--- src/hw/rtl/event_queue_fifo_lifo_defines.svh ---
// Assertion macros used by the event queue RTL.
`ifndef EVENT_QUEUE_FIFO_LIFO_DEFINES_SVH
`define EVENT_QUEUE_FIFO_LIFO_DEFINES_SVH

// Same-cycle implication, checked on the rising clock edge outside reset.
`define EQFL_ASSERT_NOW(label, ante, cons) \
  label: assert property (@(posedge clk_i) disable iff (!rst_ni) (ante) |-> (cons)) \
    else $error("assertion failed");

// Next-cycle implication, checked on the rising clock edge outside reset.
`define EQFL_ASSERT_NEXT(label, ante, cons) \
  label: assert property (@(posedge clk_i) disable iff (!rst_ni) (ante) |=> (cons)) \
    else $error("assertion failed");

`endif

--- src/hw/rtl/eqfl_pkg.sv ---
// Types and constants of the event queue.
package eqfl_pkg;

  localparam int EventBits = 8;
  localparam int LenBits   = 5;
  localparam int RingDepth = 16;

  localparam logic [1:0] FUNC_POST_BACK  = 2'd0;
  localparam logic [1:0] FUNC_POST_FRONT = 2'd1;
  localparam logic [1:0] FUNC_TAKE       = 2'd2;

  localparam logic [1:0] STATUS_OK    = 2'd0;
  localparam logic [1:0] STATUS_FULL  = 2'd1;
  localparam logic [1:0] STATUS_EMPTY = 2'd2;

  typedef struct packed {
    logic [1:0]           func;
    logic [EventBits-1:0] event_id;
  } req_t;

  typedef struct packed {
    logic [EventBits-1:0] event_out;
    logic                 event_valid;
    logic                 notify;
    logic [1:0]           status;
    logic [LenBits-1:0]   free_count;
    logic [LenBits-1:0]   min_free;
  } res_t;

endpackage

--- src/hw/rtl/eqfl_ram.sv ---
// Generic single-port-write, single-port-read RAM with registered read data.
module eqfl_ram #(
  parameter int WIDTH = 8,
  parameter int DEPTH = 16
) (
  input  logic                                  clk_i,
  input  logic                                  we_i,
  input  logic [(DEPTH > 1 ? $clog2(DEPTH) : 1)-1:0] waddr_i,
  input  logic [WIDTH-1:0]                      wdata_i,
  input  logic [(DEPTH > 1 ? $clog2(DEPTH) : 1)-1:0] raddr_i,
  output logic [WIDTH-1:0]                      rdata_o
);

  logic [WIDTH-1:0] mem_q [DEPTH];

  always_ff @(posedge clk_i) begin
    if (we_i) begin
      mem_q[waddr_i] <= wdata_i;
    end
    rdata_o <= mem_q[raddr_i];
  end

endmodule

--- src/hw/rtl/event_queue_fifo_lifo.sv ---
// Event queue with a front slot and a ring in RAM, posting at back or front.
//
// Usage: a request word (func, event_id) on req_i is taken at a rising edge
// where start is high and busy is low. Func selects post at back, post at
// front or take. Every request gives one result word on res_o, marked by
// res_strobe_o for exactly one cycle; the receiver cannot hold it off.
// In the cycle after a request is taken, busy is high while the RAM read
// data at the tail pointer arrives and the update is computed and written
// back. The result shows in the cycle after that, when busy is already
// low again and a new request can be taken. The strobe and the result
// word are both registered at the end of the busy cycle.
// The ring length register is written over cfg_data_i when cfg_valid_i and
// cfg_ready_o are both high; a write empties the queue and restarts the
// free count watermark. cfg_ready_o is high whenever busy is low. A request
// taken at the same edge as a write is served after the write.
// After reset the queue is empty, the ring length is the smaller of the ring
// depth and sixteen, and the RAM contents are unknown until written.
`include "event_queue_fifo_lifo_defines.svh"

module event_queue_fifo_lifo #(
  parameter int RING_DEPTH = eqfl_pkg::RingDepth
) (
  input  logic                         clk_i,
  input  logic                         rst_ni,
  input  logic                         start,
  output logic                         busy,
  input  eqfl_pkg::req_t               req_i,
  input  logic                         cfg_valid_i,
  output logic                         cfg_ready_o,
  input  logic [eqfl_pkg::LenBits-1:0] cfg_data_i,
  output logic                         res_strobe_o,
  output eqfl_pkg::res_t               res_o
);

  localparam int LenW   = eqfl_pkg::LenBits;
  localparam int CntW   = LenW + 1;
  localparam int EvW    = eqfl_pkg::EventBits;
  localparam int PtrW   = RING_DEPTH > 1 ? $clog2(RING_DEPTH) : 1;
  localparam int CmpW   = (PtrW > LenW ? PtrW : LenW) + 1;
  localparam int MaxLen = RING_DEPTH < 31 ? RING_DEPTH : 31;
  localparam int RstLen = RING_DEPTH < 16 ? RING_DEPTH : 16;
  localparam logic [LenW-1:0] MaxLenV = LenW'(MaxLen);
  localparam logic [LenW-1:0] RstLenV = LenW'(RstLen);

  logic                busy_q;
  eqfl_pkg::req_t      req_q;
  logic [LenW-1:0]     len_q;
  logic [EvW-1:0]      front_q, front_d;
  logic                full_q, full_d;
  logic [PtrW-1:0]     head_q, head_d;
  logic [PtrW-1:0]     tail_q, tail_d;
  logic [CntW-1:0]     free_q, free_d;
  logic [CntW-1:0]     low_q, low_d;
  logic                strobe_q;
  eqfl_pkg::res_t      res_q, res_d;

  logic                ram_we;
  logic [PtrW-1:0]     ram_waddr;
  logic [EvW-1:0]      ram_wdata;
  logic [EvW-1:0]      ram_rdata;

  logic [LenW-1:0]     cfg_len;
  logic [CmpW-1:0]     tail_inc;
  logic [PtrW-1:0]     tail_up;
  logic [PtrW-1:0]     last_idx;
  logic [CntW-1:0]     free_dec;
  logic [CntW-1:0]     free_inc;
  logic                accept;
  logic                cfg_we;

  assign accept      = start && !busy_q;
  assign cfg_we      = cfg_valid_i && cfg_ready_o;
  assign busy        = busy_q;
  assign cfg_ready_o = !busy_q;
  assign res_strobe_o = strobe_q;
  assign res_o       = res_q;

  always_comb begin
    cfg_len = cfg_data_i;
    if (cfg_len == '0) begin
      cfg_len = LenW'(1);
    end
    if (cfg_len > MaxLenV) begin
      cfg_len = MaxLenV;
    end
  end

  assign last_idx = PtrW'(len_q - LenW'(1));
  assign tail_inc = CmpW'(tail_q) + CmpW'(1);
  assign tail_up  = (tail_inc >= CmpW'(len_q)) ? '0 : PtrW'(tail_inc);
  assign free_dec = free_q - CntW'(1);
  assign free_inc = free_q + CntW'(1);

  eqfl_ram #(
    .WIDTH(EvW),
    .DEPTH(RING_DEPTH)
  ) u_ring (
    .clk_i  (clk_i),
    .we_i   (ram_we),
    .waddr_i(ram_waddr),
    .wdata_i(ram_wdata),
    .raddr_i(tail_q),
    .rdata_o(ram_rdata)
  );

  always_comb begin
    front_d   = front_q;
    full_d    = full_q;
    head_d    = head_q;
    tail_d    = tail_q;
    free_d    = free_q;
    low_d     = low_q;
    ram_we    = 1'b0;
    ram_waddr = head_q;
    ram_wdata = req_q.event_id;
    res_d     = '0;
    res_d.status = eqfl_pkg::STATUS_OK;

    case (req_q.func) inside
      eqfl_pkg::FUNC_POST_BACK, eqfl_pkg::FUNC_POST_FRONT: begin
        if (free_q == '0) begin
          res_d.status = eqfl_pkg::STATUS_FULL;
        end else begin
          free_d = free_dec;
          if (free_dec < low_q) begin
            low_d = free_dec;
          end
          if (!full_q) begin
            front_d      = req_q.event_id;
            full_d       = 1'b1;
            res_d.notify = 1'b1;
          end else if (req_q.func == eqfl_pkg::FUNC_POST_BACK) begin
            ram_we    = 1'b1;
            ram_waddr = head_q;
            ram_wdata = req_q.event_id;
            head_d    = (head_q == '0) ? last_idx : head_q - PtrW'(1);
          end else begin
            ram_we    = 1'b1;
            ram_waddr = tail_up;
            ram_wdata = front_q;
            tail_d    = tail_up;
            front_d   = req_q.event_id;
          end
        end
      end
      eqfl_pkg::FUNC_TAKE: begin
        if (!full_q) begin
          res_d.status = eqfl_pkg::STATUS_EMPTY;
        end else begin
          res_d.event_out   = front_q;
          res_d.event_valid = 1'b1;
          if (free_inc <= CntW'(len_q)) begin
            free_d  = free_inc;
            front_d = ram_rdata;
            tail_d  = (tail_q == '0) ? last_idx : tail_q - PtrW'(1);
          end else begin
            front_d = '0;
            full_d  = 1'b0;
            free_d  = CntW'(len_q) + CntW'(1);
          end
        end
      end
      default: begin
      end
    endcase

    res_d.free_count = free_d[LenW-1:0];
    res_d.min_free   = low_d[LenW-1:0];
  end

  always_ff @(posedge clk_i or negedge rst_ni) begin
    if (!rst_ni) begin
      busy_q   <= 1'b0;
      strobe_q <= 1'b0;
      len_q    <= RstLenV;
      front_q  <= '0;
      full_q   <= 1'b0;
      head_q   <= '0;
      tail_q   <= '0;
      free_q   <= CntW'(RstLenV) + CntW'(1);
      low_q    <= CntW'(RstLenV) + CntW'(1);
    end else begin
      strobe_q <= busy_q;
      if (busy_q) begin
        busy_q  <= 1'b0;
        front_q <= front_d;
        full_q  <= full_d;
        head_q  <= head_d;
        tail_q  <= tail_d;
        free_q  <= free_d;
        low_q   <= low_d;
      end else if (cfg_we) begin
        busy_q  <= accept;
        len_q   <= cfg_len;
        front_q <= '0;
        full_q  <= 1'b0;
        head_q  <= '0;
        tail_q  <= '0;
        free_q  <= CntW'(cfg_len) + CntW'(1);
        low_q   <= CntW'(cfg_len) + CntW'(1);
      end else if (accept) begin
        busy_q <= 1'b1;
      end
    end
  end

  always_ff @(posedge clk_i) begin
    if (accept) begin
      req_q <= req_i;
    end
    if (busy_q) begin
      res_q <= res_d;
    end
  end

  `EQFL_ASSERT_NOW(a_strobe_idle, res_strobe_o, !busy)
  `EQFL_ASSERT_NEXT(a_busy_one_cycle, busy, !busy && res_strobe_o)
  `EQFL_ASSERT_NEXT(a_accept_busy, start && !busy && !cfg_valid_i, busy)
  `EQFL_ASSERT_NOW(a_take_ok, res_strobe_o && res_o.event_valid, res_o.status == eqfl_pkg::STATUS_OK)
  `EQFL_ASSERT_NOW(a_free_bound, 1'b1, free_q <= CntW'(len_q) + CntW'(1) && low_q <= free_q)

endmodule

--- config.mk ---
export PLATFORM = sky130hd
export DESIGN_NAME = event_queue_fifo_lifo
export DESIGN_NICKNAME = d
export VERILOG_FILES = /design/src/hw/rtl/eqfl_pkg.sv /design/src/hw/rtl/eqfl_ram.sv /design/src/hw/rtl/event_queue_fifo_lifo.sv
export VERILOG_INCLUDE_DIRS = /design/src /design/src/hw/rtl
export SDC_FILE = /design/constraint.sdc
export NUM_CORES = 1
export LEC_CHECK = 0
export BUFFER_PORTS_ARGS = -buffer_cell sky130_fd_sc_hd__buf_2
export CAP_MARGIN = 40
export CORE_ASPECT_RATIO = 0.75
export CORE_MARGIN = 2
export CORE_UTILIZATION = 35
export DETAILED_ROUTE_END_ITERATION = 8
export HOLD_SLACK_MARGIN = 0.02
export SLEW_MARGIN = 20
export SYNTH_ARGS = -nofsm -noshare
export SYNTH_HDL_FRONTEND = slang
export SYNTH_SLANG_ARGS = --single-unit
export TNS_END_PERCENT = 5
--- constraint.sdc ---
create_clock -name clk_i -period 9.4 [get_ports clk_i]
set_input_delay 0.47 -clock clk_i [delete_from_list [all_inputs] [get_ports clk_i]]
set_output_delay 0.47 -clock clk_i [all_outputs]
set_load 0.01 [all_outputs]
; Word level (Yosys, flattened, before mapping)
; Memory sizes are Yosys's and may differ from the RTL's. A register that Yosys moved wholly into a read port is not among the register bits.
; Cells that the tools add are included.
[totals]
regBits = 68
ramBits = 128
inputBits = 19
out_inout_bits = 25
wordCells = 137
n_memories = 1
[op_classes]
add_sub_neg = 8
order_cmp = 4
n_eq_ne = 13
n_mux = 68
bitwise = 4
reduce_logical = 20
[mem_list]
columns = name, words, width, read_ports, rd_ports_with_merged_regs, write_ports, line
row1 = u_ring.mem_q, 16, 8, 1, 1, 1, eqfl_ram.sv:14  ; logic [WIDTH-1:0] mem_q [DEPTH];
[op_table]
columns = op, count
row1 = $mux W8, 13
row2 = $mux W4, 21
row3 = $mux W6, 11
row4 = $mux W1, 18
row5 = $add A5 B1 Y6 const B, 2
row6 = $sub A4 B1 Y4 const B, 3
row7 = $mux W5, 2
row8 = $reduce_and A5 Y1, 2
row9 = $ne A3 B1 Y1 const B, 3
row10 = $logic_not A4 Y1, 2
row11 = $ne A2 B1 Y1 const B, 4
row12 = $reduce_and A4 Y1, 2
row13 = $add A6 B1 Y6 const B, 1
row14 = $le A6 B5 Y1, 1
row15 = $logic_not A6 Y1, 1
row16 = $lt A6 B6 Y1, 1
row17 = $mux W2, 3
row18 = $ne A3 B3 Y1 const B, 2
row19 = $reduce_and A6 Y1, 1
row20 = $sub A6 B1 Y6 const B, 1
row21 = $add A4 B1 Y5 const B, 1
row22 = $ge A5 B5 Y1, 1
row23 = $gt A5 B5 Y1 const B, 1
row24 = $logic_not A5 Y1, 1
row25 = 14 further kinds, 19

; Depth between registers and ports, before layout
[logic_depth]
ltp_word = 8
ltp_mapped = 12
mapped_depth_nobuf = 10

; Modules after synthesis
; Synthesis repeated with hierarchy kept, for this count alone.
[unflattened]
cells_unflattened = 643
area_unflattened_um2 = 9355.2
[modules_own_cells]
columns = module, n_inst, cells_per_inst, area_per_inst_um2, seq_area_each_um2
row1 = eqfl_ram, 1, 229, 5147.4, 4003.8
row2 = event_queue_fifo_lifo, 1, 414, 4207.8, 1868.0

; Least setup slack after synthesis
; No wires, ideal clock.
[synth_timing]
path_type = register to register
startpoint = register tail_q[1]
endpoint = memory u_ring.mem_q[4][0] (enable)
arrival_ps = 2801
required_ps = 9030
slack_ps = 6229
stages_incl_launch_ff = 12
n_path_buf = 2
synth_period_minus_slack_ps = 3171
path_cell_list = dfrtp_1 -> buf_2 -> buf_1 -> inv_1 -> ha_1 -> ha_1 -> nand2_1 -> o21ai_1 -> a31oi_1 -> a31oi_1 -> or3_1 -> nor2_1
[synth_via]
elab_chain_cells = 7
[synth_rtl]
columns = item, line
row1 = from (decl), event_queue_fifo_lifo.sv:51  ; logic [PtrW-1:0] tail_q, tail_d;
row2 = from (signal assigned), event_queue_fifo_lifo.sv:189  ; tail_q <= tail_d;
row3 = $add A4 B1 Y5 (*), event_queue_fifo_lifo.sv:89  ; assign tail_inc = CmpW'(tail_q) + CmpW'(1);
row4 = $ge A5 B5 Y1, event_queue_fifo_lifo.sv:90  ; assign tail_up = (tail_inc >= CmpW'(len_q)) ? '0 : PtrW'(tail_inc);
row5 = $mux W4 (*), event_queue_fifo_lifo.sv:90
row6 = $mux W4 (*), event_queue_fifo_lifo.sv:132  ; end else if (req_q.func == eqfl_pkg::FUNC_POST_BACK) begin
row7 = $mux W4 (*), event_queue_fifo_lifo.sv:128  ; if (!full_q) begin
row8 = $mux W4 (*), event_queue_fifo_lifo.sv:121  ; if (free_q == '0) begin
row9 = $mux W4 (*), event_queue_fifo_lifo.sv:119  ; case (req_q.func) inside
row10 = to (decl), eqfl_ram.sv:14
; Every way passes the cells marked *; elsewhere a longest branch is shown, timed or not.

; Worst setup path in the final report
[layout_timing]
startpoint = register tail_q[0]
endpoint = memory u_ring.mem_q[4][0] (enable)
; Same word-level chain as after synthesis.

==> results.json <==
{
  "io_buffers": 43,
  "cts_root_buf": "clkbuf_16",
  "initial_core_util_pct": 35.7,
  "setup_tns_ns": 0,
  "clk_path_buf_depth": 3,
  "gp_congestion": 0.884,
  "clock_skew_ns": 0.0107,
  "syn2layout_area_growth_pct": 13.9,
  "syn_nets": 683,
  "synth_enable_flop_cells": 160,
  "cts_tree": "built",
  "grt_pass1_wl_mm": 34.2,
  "stdcell_count": 1039,
  "pin_count": 44,
  "async_flop_share_pct": 17.6,
  "worst_slew_pin_slew_ns": 0.822,
  "track_usage_pct": 16.2,
  "synth_top_area_cell": "edfxtp_1",
  "placedCellCount": 1000,
  "ant_nets": 0,
  "synth_most_common_cell": "edfxtp_1",
  "diodes": 0,
  "post_drt_wl_per_cell_um": 21.4,
  "die_x_um": 193,
  "fillers": 2373,
  "leakage_nw": 3.79,
  "synthTopCellsByCount": "160 x edfxtp_1, 42 x nor2_1, 40 x mux4_2, 40 x nand2_1, 31 x dfrtp_1",
  "dp_hpwl_mm": 15.3,
  "viasPerCell": 5.38,
  "grt_max_degree": 43,
  "drc": 0,
  "num_rows": 51,
  "postCtsSetupBuffers": 0,
  "fmax_mhz": 249,
  "ctsResizeCount": 0,
  "ys_seq_area_share_pct": 62.9,
  "relSlewSlack_pct": 45.2,
  "maxCapViolations": 0,
  "drtIter0Drc": 659,
  "fin_crit_sh_pct": 42.7,
  "cp.arrival_ns": 4.15,
  "synth_cells": 640,
  "vias": 5589,
  "seq_area_mm2": 0.00587,
  "grt.overflow.total": 0,
  "antenna_found_initial": 1,
  "drive_gt1_share_pct": 22.7,
  "cts_hold_buf": 1,
  "critPathLaunchType": "flop",
  "fin_nets": 724,
  "p_per_area_mw_per_mm2": 242,
  "setup_viol": 0,
  "hold_violations": 0,
  "outcome": "completed",
  "worstPathMaxFanout": 42,
  "maxSlewViolCount": 0,
  "rsz0062_at_grt": "false",
  "clk_pin_slew_worst_paths_ns": 0.06,
  "first_pass_iters": 5,
  "vdd_ir_drop_max_v": 0.000211,
  "ys.flop_type": "edfxtp_1",
  "avgSynthCellArea_um2": 14.6,
  "period_minus_slack_ns": 4.02,
  "synth_top_area_share_pct": 51.5,
  "wirelength_mm": 22.3,
  "synth-seq-cells": 204,
  "core_area_mm2": 0.0261,
  "multi_input_area_mm2": 0.00317,
  "clock_latency_ns": 0.50,
  "htree_levels": 1,
  "cts.sinks": 204,
  "synth_warnings": 0,
  "hp-class": "input port to flop",
  "synth_area_leaders": "edfxtp_1 51%, mux4_2 9.7%, dfrtp_1 8.3%",
  "criticalPathCategory": "flop to flop",
  "cp-end-kind": "flop",
  "mappedNetlistArea_mm2": 0.00933,
  "die_h_um": 145,
  "cts_buffers": 21,
  "critPathRequiredTime_ns": 9.53,
  "grt_pass1_vias": 5402,
  "synth_cell_types": 68,
  "die-area_mm2": 0.0280
}
## state kept, by name, indices dropped and copies added, names as in the netlist
register and count:
req_q 10, u_ring.mem_q 128, busy 1, res_strobe_o 1, head_q 4, u_ring.rdata_o 8, len_q 5, low_q 6
res_o 22, full_q 1, tail_q 4, front_q 8, free_q 6
## report_power, final
group	switching (mW)	leakage, nW	internal, mW	total (mW)
Combinational	0.334	1.45	0.229	0.564
Clock	0.342	0.350	0.547	0.889
Sequential	0.0561	1.99	1.06	1.11
Total	0.733	3.79	1.83	2.57
## critical path, stage by stage (launching register included)
cell,delay [ns]
dfrtp_2,0.34
buf_4,0.58
ha_1,0.35
xnor2_1,0.18
inv_1,0.12
ha_1,0.30
a21oi_1,0.14
o21ai_1,0.10
a31oi_1,0.37
a31oi_1,0.13
or3_1,0.43
nor2_1,0.58
## final cells by class
type / instances / area share, %
inverter: 27 / 0.954
clock inverter: 15 / 1.94
multi-input combinational: 375 / 29.8
sequential: 204 / 55.3
timing repair buffer: 52 / 2.94
clock buffer: 22 / 4.98
tap: 344 / 4.05
## path summary, 6_finish.rpt
| check | start | to | slack, ns | depth (start not counted) |
|---|---|---|---|---|
| worst max register to register | tail_q[0]$_DFFE_PN0P_ | u_ring.mem_q[4][0]$_DFFE_PP_ | 5.38 | 11 |
| min in group asynchronous | rst_ni | len_q[3]$_DFFE_PN0P_ | 0.51 | 2 |
| worst min register to register | u_ring.rdata_o[1]$_DFF_P_ | front_q[1]$_DFFE_PN0P_ | 0.50 | 2 |
| worst min-delay path | req_i[4] | req_q[4]$_DFFE_PP_ | 0.15 | 1 |
| max in group asynchronous | rst_ni | tail_q[0]$_DFFE_PN0P_ | 8.39 | 3 |
| worst max-delay path | tail_q[0]$_DFFE_PN0P_ | u_ring.mem_q[4][0]$_DFFE_PP_ | 5.38 | 11 |
## placed cells by master (no fill, tap or decap), types with 12 or more instances in the layout
cell       count
edfxtp_1     160
buf_2         43
nor2_1        42
nand2_1       40
mux4_2        40
dfrtp_1       29
inv_1         25
a21oi_1       24
ha_1          24
o21ai_1       22
clkbuf_16     21
nor3_1        15
nor2b_1       13
and3_1        13
o21ai_0       13
nand3_1       12
## cells by family after synthesis
kind of cell    count (synthesis)  synth area share [%]
fa+ha+maj                      24                  3.22
compound gates                115                  8.62
buf+inv                        61                  3.10
simple gates                  160                  8.57
flops                         204                  62.9
xor+xnor                       16                  1.58
mux                            60                  12.0
## per-layer routing
layer / GRT usage, % / vias to the layer above / part of all wire (%)
li1: - / 2536 / -
met1: 26.9 / 2791 / 51
met2: 21.0 / 233 / 39
met3: 3.54 / 29 / 8.1
met4: 3.70 / 0 / 1.9
met5: 0 / - / 0
## stage by stage
| stage | worst slack (ns) | cell area (um2) | hold WS [ns] | power, mW | utilization [%] |
|---|---|---|---|---|---|
| after floorplan | 6.23 | 9330 | 0.174 | 1.54 | - |
| after global placement | 5.49 | 9830 | 0.481 | 1.69 | 37.7 |
| after detailed placement | 5.36 | 9860 | 0.483 | 1.69 | 37.8 |
| after CTS | 5.37 | 10600 | 0.144 | 2.57 | 40.6 |
| after global routing | 5.06 | 10600 | 0.137 | 2.68 | 40.7 |
| final | 5.38 | 10600 | 0.153 | 2.57 | 40.7 |
No activity file was read; power rests on OpenSTA's default activity.
